## src/sorted_set_cosine_similarity_macros.svh

```systemverilog
// Assertion helpers used by the top-level RTL.
`ifndef SORTED_SET_COSINE_SIMILARITY_MACROS_SVH
`define SORTED_SET_COSINE_SIMILARITY_MACROS_SVH

// Same-cycle implication, disabled during reset.
`define SSCS_ASSERT_NOW(lbl, clk, rst, ante, cons) \
  lbl: assert property (@(posedge clk) disable iff (rst) (ante) |-> (cons)) \
    else $error("sscs check failed");

// Next-cycle implication, disabled during reset.
`define SSCS_ASSERT_NEXT(lbl, clk, rst, ante, cons) \
  lbl: assert property (@(posedge clk) disable iff (rst) (ante) |=> (cons)) \
    else $error("sscs check failed");

`endif

```

## src/sscs_pkg.sv

```systemverilog
package sscs_pkg;

  localparam int INDEX_W    = 32;
  localparam int MODE_W     = 2;
  localparam int MATCH_W    = 11;
  localparam int SIM_W      = 17;
  localparam int FRAC_W     = 32;            // c*c is scaled by 2^32
  localparam int QUOT_W     = 33;            // quotient never exceeds 2^32
  localparam int ROOT_STEPS = 17;            // one root bit per step
  localparam int RAD_W      = 2 * ROOT_STEPS;
  localparam int SREM_W     = ROOT_STEPS + 3;

  localparam logic [MODE_W-1:0] MODE_LOAD_A = 2'd0;
  localparam logic [MODE_W-1:0] MODE_LOAD_B = 2'd1;
  localparam logic [MODE_W-1:0] MODE_FINISH = 2'd2;

  typedef struct packed {
    logic load;        // input beat accepted
    logic walk_step;   // compare heads, advance pointers
    logic mul;         // form c*c and n1*n2
    logic div_step;    // one quotient bit
    logic sqrt_init;   // load radicand
    logic sqrt_step;   // one root bit
    logic out_load;    // capture result, clear counts
  } sscs_cmd_t;

  typedef struct packed {
    logic more;        // both lists still have elements
    logic empty;       // either list holds nothing
  } sscs_status_t;

endpackage

```

## src/sscs_ctrl.sv

```systemverilog
module sscs_ctrl #(
  parameter int LIST_DEPTH = 1024
) (
  input  logic                        clk,
  input  logic                        rst,
  input  logic                        s_tvalid,
  output logic                        s_tready,
  input  logic [sscs_pkg::MODE_W-1:0] mode,
  output logic                        m_tvalid,
  input  logic                        m_tready,
  input  sscs_pkg::sscs_status_t      status,
  output sscs_pkg::sscs_cmd_t         cmd
);
  import sscs_pkg::*;

  localparam int CNT_W  = $clog2(LIST_DEPTH + 1);
  localparam int DIV_N  = 2 * CNT_W + FRAC_W;
  localparam int ITER_W = $clog2(DIV_N);

  localparam logic [2:0] ST_IDLE  = 3'd0;
  localparam logic [2:0] ST_WRD   = 3'd1;
  localparam logic [2:0] ST_WCMP  = 3'd2;
  localparam logic [2:0] ST_MUL   = 3'd3;
  localparam logic [2:0] ST_DIV   = 3'd4;
  localparam logic [2:0] ST_SINIT = 3'd5;
  localparam logic [2:0] ST_SQRT  = 3'd6;
  localparam logic [2:0] ST_DONE  = 3'd7;

  logic [2:0]        state, state_next;
  logic [ITER_W-1:0] iter, iter_next;
  logic              out_free;

  assign s_tready = (state == ST_IDLE);
  assign out_free = !m_tvalid || m_tready;

  always_comb begin
    state_next = state;
    iter_next  = iter;
    cmd        = '0;
    unique case (state)
      ST_IDLE: begin
        cmd.load = s_tvalid;
        if (s_tvalid && mode == MODE_FINISH) state_next = ST_WRD;
      end
      ST_WRD: begin
        // read data for the current pointers lands at the next edge
        if (status.more) state_next = ST_WCMP;
        else if (status.empty) state_next = ST_DONE;
        else state_next = ST_MUL;
      end
      ST_WCMP: begin
        cmd.walk_step = 1'b1;
        state_next = ST_WRD;
      end
      ST_MUL: begin
        cmd.mul = 1'b1;
        iter_next = ITER_W'(DIV_N - 1);
        state_next = ST_DIV;
      end
      ST_DIV: begin
        cmd.div_step = 1'b1;
        if (iter == '0) state_next = ST_SINIT;
        else iter_next = iter - 1'b1;
      end
      ST_SINIT: begin
        cmd.sqrt_init = 1'b1;
        iter_next = ITER_W'(ROOT_STEPS - 1);
        state_next = ST_SQRT;
      end
      ST_SQRT: begin
        cmd.sqrt_step = 1'b1;
        if (iter == '0) state_next = ST_DONE;
        else iter_next = iter - 1'b1;
      end
      ST_DONE: begin
        // hold until the output register is free
        if (out_free) begin
          cmd.out_load = 1'b1;
          state_next = ST_IDLE;
        end
      end
      default: state_next = ST_IDLE;
    endcase
  end

  always_ff @(posedge clk) begin
    if (rst) begin
      state    <= ST_IDLE;
      iter     <= '0;
      m_tvalid <= 1'b0;
    end else begin
      state <= state_next;
      iter  <= iter_next;
      if (cmd.out_load) m_tvalid <= 1'b1;
      else if (m_tready) m_tvalid <= 1'b0;
    end
  end

endmodule

```

## config.mk

```make
export PLATFORM = sky130hd
export DESIGN_NAME = sscs_ctrl
export DESIGN_NICKNAME = d
export VERILOG_FILES = /design/src/sorted_set_cosine_similarity_macros.svh /design/src/sscs_pkg.sv /design/src/sscs_ctrl.sv
export SDC_FILE = /design/constraint.sdc
export NUM_CORES = 1
export LEC_CHECK = 0
export BUFFER_PORTS_ARGS = -buffer_cell sky130_fd_sc_hd__buf_4
export CORE_MARGIN = 5
export CORE_UTILIZATION = 50
export DETAILED_ROUTE_END_ITERATION = 7
export GPL_ROUTABILITY_DRIVEN = 1
export PLACE_DENSITY = 0.76
export SLEW_MARGIN = 20
export SYNTH_ARGS = -nofsm -noshare
export SYNTH_HDL_FRONTEND = slang
export SYNTH_SLANG_ARGS = --single-unit
```

## constraint.sdc

```tcl
create_clock -name clk -period 4.4 [get_ports clk]
set_input_delay 0.88 -clock clk [delete_from_list [all_inputs] [get_ports clk]]
set_output_delay 0.88 -clock clk [all_outputs]
set_load 0.01 [all_outputs]
```

Word-level counts from Yosys, hierarchy flattened

Index checks and enable logic that the tools add are counted.

Output and inout port bits: 9
Logic and storage cells: 46
Input bits: 8
Bits in registers: 10

$add $sub $neg: 1
Reduce and logical (&&, ||, !) cells: 10
Eq/ne operators: 13
Muxes and demuxes: 19

Operators with widths:

| kind                                                                     | count |
|---|---|
| 3-bit one-hot mux with 8 select lines                                    | 1 |
| 3-bit 2-to-1 mux                                                         | 6 |
| 6-bit one-hot mux with 3 select lines                                    | 1 |
| 3-bit == test (second input constant)                                    | 4 |
| 1-bit 2-to-1 mux                                                         | 10 |
| 2-bit inequality test (second input constant)                            | 4 |
| 3-bit by 2-bit == test with 1-bit output (second input constant)         | 2 |
| 6-bit zero test                                                          | 1 |
| 6-bit 2-to-1 mux                                                         | 1 |
| 6-bit by 1-bit subtractor with 6-bit output (second input constant)      | 1 |
| 4-bit AND reduction                                                      | 1 |
| 3-bit by 1-bit == test with 1-bit output (second input constant)         | 1 |
| 3-bit zero test                                                          | 1 |
| 3-bit nonzero test                                                       | 1 |
| 2-bit == test (second input constant)                                    | 1 |
| 2-bit by 1-bit inequality test with 1-bit output (second input constant) | 1 |
| 2-bit AND reduction                                                      | 1 |
| 2-bit nonzero test                                                       | 1 |
| 2-bit OR reduction                                                       | 1 |
| 1-bit logical AND                                                        | 1 |
| 1-bit zero test                                                          | 1 |
| 1-bit logical OR                                                         | 1 |

Depth between registers and ports, before layout

Gate-level depths: netlist of run 1.

Depth in word-level cells: 5
Depth in mapped cells: 6
Mapped depth without buffers: 6

Worst setup path after synthesis of run 1

OpenSTA, ideal clock, no wires.

Path type: register -> output
Start point: register state[0]
End point: output port cmd[6] (netlist bit)
Stages on the path, launching flop included: 5
Data arrival time: 1264 ps
Slack: 2256 ps
Path buffers: 2
Required time: 3520 ps
Path through: dfxtp_1 > clkbuf_1 > buf_1 > nor3_1 > and2_1

RTL lines:

| item                   | line            | RTL |
|---|---|---|
| from (decl)            | sscs_ctrl.sv:29 | `logic [2:0] state, state_next;` |
| from (signal assigned) | sscs_ctrl.sv:92 | `state <= state_next;` |
| to (decl)              | sscs_ctrl.sv:12 | `output sscs_pkg::sscs_cmd_t cmd` |

==> flow_summary.toml, run 1 <==
[floorplan]
core_area_um2 = 1300
die_h_um = 46.9
io-pin-count = 17
dieArea_um2 = 2200
die_w_um = 46.9
num_rows = 13
initial_core_util = 0.523

[power_and_ir_drop]
comb_power_share = 0.413
sequentialPowerShare = 0.377
switching_share = 0.415
irDropWorstVdd_uv = 238
pwr-share-clk = 0.210
p_sw_uw = 170
leakage_nw = 0.334
power_density_nw_per_um2 = 491
internal_power_uw = 239

[finish]
register_area_um2 = 200
area_delta_synth_final_pct = 22.2
stdcell_count = 119
multiInputGateArea_um2 = 438
postLayoutCoreUtil = 0.639
insertedDiodeCount = 0
drive_above_1_share = 0.221
nFillCells = 120
final_net_count = 115

[synth]
synth_common_cells = "10 x dfxtp_1, 9 x a21oi_1, 9 x nor2_1, 8 x nor3_1"
synth.ff_latch_count = 10
synth_cells = 90
synth.avg_cell_area_um2 = 7.56
syn_nets = 100
synth-seq-area-share = 0.294
synth-edff-count = 0
async_flop_share = 0
synth_top_cell_by_area = "dfxtp_1"
ys_types = 30
yosysMostFrequentCell = "dfxtp_1"
synth_area_um2 = 681
synth_ff_type = "dfxtp_1"
ys_warn_count = 0
yosysTopAreaCellShare = 0.294
synth_area_leaders = "dfxtp_1 29%, a21oi_1 6.6%, nor3_1 5.9%, nor2_1 5.0%, o311ai_4 3.9%"

[detailed_routing]
firstDrtPassIters = 4
wl_um = 1630
vias = 704
wl_per_cell_um = 13.7
drc_errors = 0
ant_nets = 0
viasPerCell = 5.92
first_iter_violations = 18

[setup_path]
cp_slowest_cell = "dfxtp_1"
cp-start-kind = "flip-flop"
worst-path-buf-inv = 1
arrival_ns = 1.56
critPathKind = "flip-flop to output port"
cp_slowest_stage_delay_ns = 0.71
crit_chain = "nor2b_1 > and2_1 > buf_4"
end_kind = "output port"
critPathRequiredTime_ns = 3.52
path_max_fanout = 17
crit_family = "flip-flops"

[timing]
final.period_utilization = 0.554
drv_slew = 0
finalSetupViolCount = 0
worstMarginPinSlew_ns = 0.630
fin_tns_setup_ns = 0
rsz0062_at_grt = "false"
max_slew_margin = 0.579
fmax_mhz = 410
hold_viol_final = 0
whs_ns = 0.501
clock_skew_ns = 0.00767
layout_min_cycle_time_ns = 2.44

[run]
maxCapViolations = 0

[clock_tree]
clk_pin_slew_ns = 0.07
cts_buffers = 3
insertion_delay_ns = 0.27
clk_path_buf_depth = 2
tritoncts = "done"
holdBufCountCts = 0
cts_resized = 0
cts_setup_buffers = 0
h-tree-depth = 1
cts.sinks = 10
clockRootBuffer = "clkbuf_4"

[placement]
dp.final_hpwl_um = 1190
io_buffers = 16
placed_cells = 115
gp_congestion = 0.853

[grt]
grt_pass1_wl_um = 2790
grt_pass1_vias = 684
grt_use_total = 0.178
antenna_found_initial = 0
grt-ovfl-total = 0
grt_max_degree = 19

[status]
status = "finished, final reports clean"

[worst_hold_path]
min_path_type = "flip-flop to flip-flop"
## registers in the layout (all words and copies together) (netlist names)
name / count
state: 3
m_tvalid: 1
iter: 6
## final cells by class
type,count,area share
Multi-Input combinational cell,69,0.526
Timing Repair Buffer,16,0.144
Tap cell,15,0.0226
Clock buffer,4,0.0436
Sequential cell,10,0.241
Inverter,5,0.0226
## worst paths after layout
kind,startpoint,cells past startpoint,slack [ns],to
max,state[2],3,1.96,cmd[1]
max reg2reg,state[2],4,2.69,iter[3]
min reg2reg,iter[1],2,0.50,iter[1]
min,iter[1],2,0.50,iter[1]
## tightest hold or removal path, cell delays in order (launching register included)
cell and delay (ns):
dfxtp_1 0.33, nand3_1 0.07, a21oi_1 0.05
## cell families (layout without fill, tap and decap cells)
group,count (synthesis),count (layout),share of synthesized area
AOI/OAI and AO/OA,25,25,0.274
xor gates and xnor gates,2,2,0.0257
adders and majority gates,2,2,0.0368
buffers and inverters,11,25,0.0625
DFF,10,10,0.294
and+or+nand+nor,40,40,0.307
## cells in the final DEF (no fill, tap or decap)
| cell type | instances |
|---|---|
| xor2_1 | 2 |
| nand3_1 | 3 |
| buf_4 | 16 |
| nor2b_1 | 2 |
| dfxtp_1 | 10 |
| o311ai_4 | 1 |
| a311o_1 | 1 |
| o21ai_0 | 1 |
| o21ai_1 | 2 |
| a31oi_1 | 3 |
| a21oi_1 | 9 |
| and2_1 | 4 |
| o31ai_1 | 1 |
| nand2b_1 | 4 |
| or3_4 | 1 |
| nor4_1 | 3 |
| and3b_1 | 1 |
| inv_1 | 5 |
| ha_1 | 2 |
| o2111ai_1 | 1 |
| a211oi_1 | 2 |
| nor2_1 | 9 |
| nand2_1 | 5 |
| o21a_1 | 1 |
| clkbuf_4 | 3 |
| a2111oi_2 | 1 |
| a31o_1 | 1 |
| clkbuf_8 | 1 |
| a2111oi_0 | 1 |
| nor3_1 | 8 |
## power by group through the flow
stage,logic (mW),registers [mW],clock network (mW)
global placement,0.164,0.154,0
floorplan,0.149,0.124,0
detailed placement,0.168,0.155,0
global route,0.188,0.158,0.0901
CTS,0.170,0.153,0.0851
finish,0.169,0.154,0.0856
## metrics by stage
stage / cell area (um2) / worst slack, ns / power, mW
after floorplan: 681 / 2.26 / 0.273
after global placement: 796 / 2.19 / 0.318
after detailed placement: 796 / 2.17 / 0.323
after CTS: 832 / 1.99 / 0.408
after global routing: 832 / 1.88 / 0.436
final: 832 / 1.96 / 0.408
## routing by layer
metal / up-vias / track usage / routed length (um)
li1: 356 / - / -
met1: 323 / 0.200 / 694
met2: 21 / 0.290 / 822
met3: 4 / 0.0651 / 89
met4: 0 / 0.0994 / 21
met5: - / 0 / 0
No activity file was read; power rests on OpenSTA's default activity.
==> run 2, diff against run 1 <==
--- a/config.mk
+++ b/config.mk
@@ -7,10 +7,10 @@
 export LEC_CHECK = 0
 export BUFFER_PORTS_ARGS = -buffer_cell sky130_fd_sc_hd__buf_4
 export CORE_MARGIN = 5
-export CORE_UTILIZATION = 50
+export CORE_UTILIZATION = 45
 export DETAILED_ROUTE_END_ITERATION = 7
 export GPL_ROUTABILITY_DRIVEN = 1
-export PLACE_DENSITY = 0.76
+export PLACE_DENSITY = 0.72
 export SLEW_MARGIN = 20
 export SYNTH_ARGS = -nofsm -noshare
 export SYNTH_HDL_FRONTEND = slang
==> constraint.sdc (replaced) <==
create_clock -name clk -period 2.1 [get_ports clk]
set_input_delay 0.42 -clock clk [delete_from_list [all_inputs] [get_ports clk]]
set_output_delay 0.42 -clock clk [all_outputs]
set_load 0.01 [all_outputs]
==> run 2 against run 1 <==
Die area is 8.7% higher. Cell count is 0.84% higher. Core utilization is 7.3 points lower. Non-clock buffer count stayed put. Combinational power is 100% higher. Hold slack worse by 0.10 ns. Count of clock-buffer cells in the layout stayed put. Total power is 110% higher. Register-to-register slack worse by 2.3 ns. Critical path type unchanged. Critical endpoint unchanged. Largest cell class unchanged.
==> flow_summary.toml, run 2 (same netlist as run 1, synthesis figures left out) <==
[status]
status = "finished, final reports clean"

[detailed_routing]
wl_per_cell_um = 12.9
wl_um = 1540
first_iter_violations = 12
drc_errors = 0
viasPerCell = 5.62
firstDrtPassIters = 4
ant_nets = 0
vias = 674

[clock_tree]
clockRootBuffer = "clkbuf_4"
tritoncts = "done"
cts.sinks = 10
clk_pin_slew_ns = 0.08
clk_path_buf_depth = 2
holdBufCountCts = 0
insertion_delay_ns = 0.27
cts_setup_buffers = 0
h-tree-depth = 1
cts_resized = 0
cts_buffers = 3

[timing]
rsz0062_at_grt = "false"
max_slew_margin = 0.607
fmax_mhz = 516
fin_tns_setup_ns = 0
drv_slew = 0
final.period_utilization = 0.923
worstMarginPinSlew_ns = 0.588
finalSetupViolCount = 0
clock_skew_ns = 0.0103
whs_ns = 0.400
hold_viol_final = 0
layout_min_cycle_time_ns = 1.94

[floorplan]
dieArea_um2 = 2390
initial_core_util = 0.463
core_area_um2 = 1470
die_w_um = 48.9
num_rows = 14
die_h_um = 48.9
io-pin-count = 17

[setup_path]
arrival_ns = 1.52
critPathRequiredTime_ns = 1.68
rrSetupSlack_ns = 0.44
path_max_fanout = 17
cp_slowest_stage_delay_ns = 0.68
cp-start-kind = "flip-flop"
critPathKind = "flip-flop to output port"
crit_chain = "nor2b_1 > and2_1 > buf_4"
cp_slowest_cell = "dfxtp_1"
end_kind = "output port"

[grt]
grt_max_degree = 19
grt_pass1_vias = 578
grt_pass1_wl_um = 2530
grt_use_total = 0.132
grt-ovfl-total = 0
antenna_found_initial = 0

[power_and_ir_drop]
irDropWorstVdd_uv = 713
power_density_nw_per_um2 = 1010
leakage_nw = 0.334
total_power_uw = 845

[finish]
regMostFlops = "iter"
top_regs = "iter x6, state x3, m_tvalid x1"
layout_commonest_cell = "buf_4"
insertedDiodeCount = 0
largest_register_ff_count = 6
finish.instance_area_um2 = 833
postLayoutCoreUtil = 0.566
drive_above_1_share = 0.221
area_delta_synth_final_pct = 22.4
layout_common_cells = "16 x buf_4, 10 x dfxtp_1, 9 x nor2_1, 9 x a21oi_1, 8 x nor3_1"
final_net_count = 115

[placement]
io_buffers = 16
placedInstanceArea_um2 = 797
gp_congestion = 0.822
dp.final_hpwl_um = 1160

[run]
maxCapViolations = 0

[worst_hold_path]
min_path_type = "input port to flip-flop"
run 2: worst max-delay path: cells and delay by family (launching register included):
family	cells	cell delay [ns]
flops	1	0.68
simple gates	2	0.46
buf+inv	1	0.11
run 2: through the flow:
step,std cells,worst slack [ns]
final,120,0.162
after global placement,116,0.467
after global routing,120,0.0646
after detailed placement,116,0.445
after CTS,120,0.159
after floorplan,90,0.416
run 2: layout make-up:
class	count	area (um2)
clock buffer	4	36.3
fill	144	638
multi-input combinational	69	438
sequential	10	200
tap	16	20.0
timing repair buffer	16	120
inverter	5	18.8
run 2: routing by layer:
layer  GRT usage  vias to the layer above  routed length (um)
met3      0.0489                        2                  52
met2       0.198                        8                 747
met1       0.175                      304                 729
met4      0.0404                        0                  13
met5           0                        -                   0
li1            -                      360                   -
run 2: path summary, 6_finish.rpt:
path | startpoint | endpoint | depth (start not counted)
max reg2reg | state[2] | iter[3] | 4
max | state[2] | cmd[1] | 3
min | rst | iter[0] | 2
min reg2reg | iter[1] | iter[1] | 2
run 2: report_power, final:
group | switching (mW) | total (mW) | internal (mW)
combinational | 0.179 | 0.345 | 0.166
clock | 0.0739 | 0.179 | 0.105
sequential | 0.0925 | 0.320 | 0.228
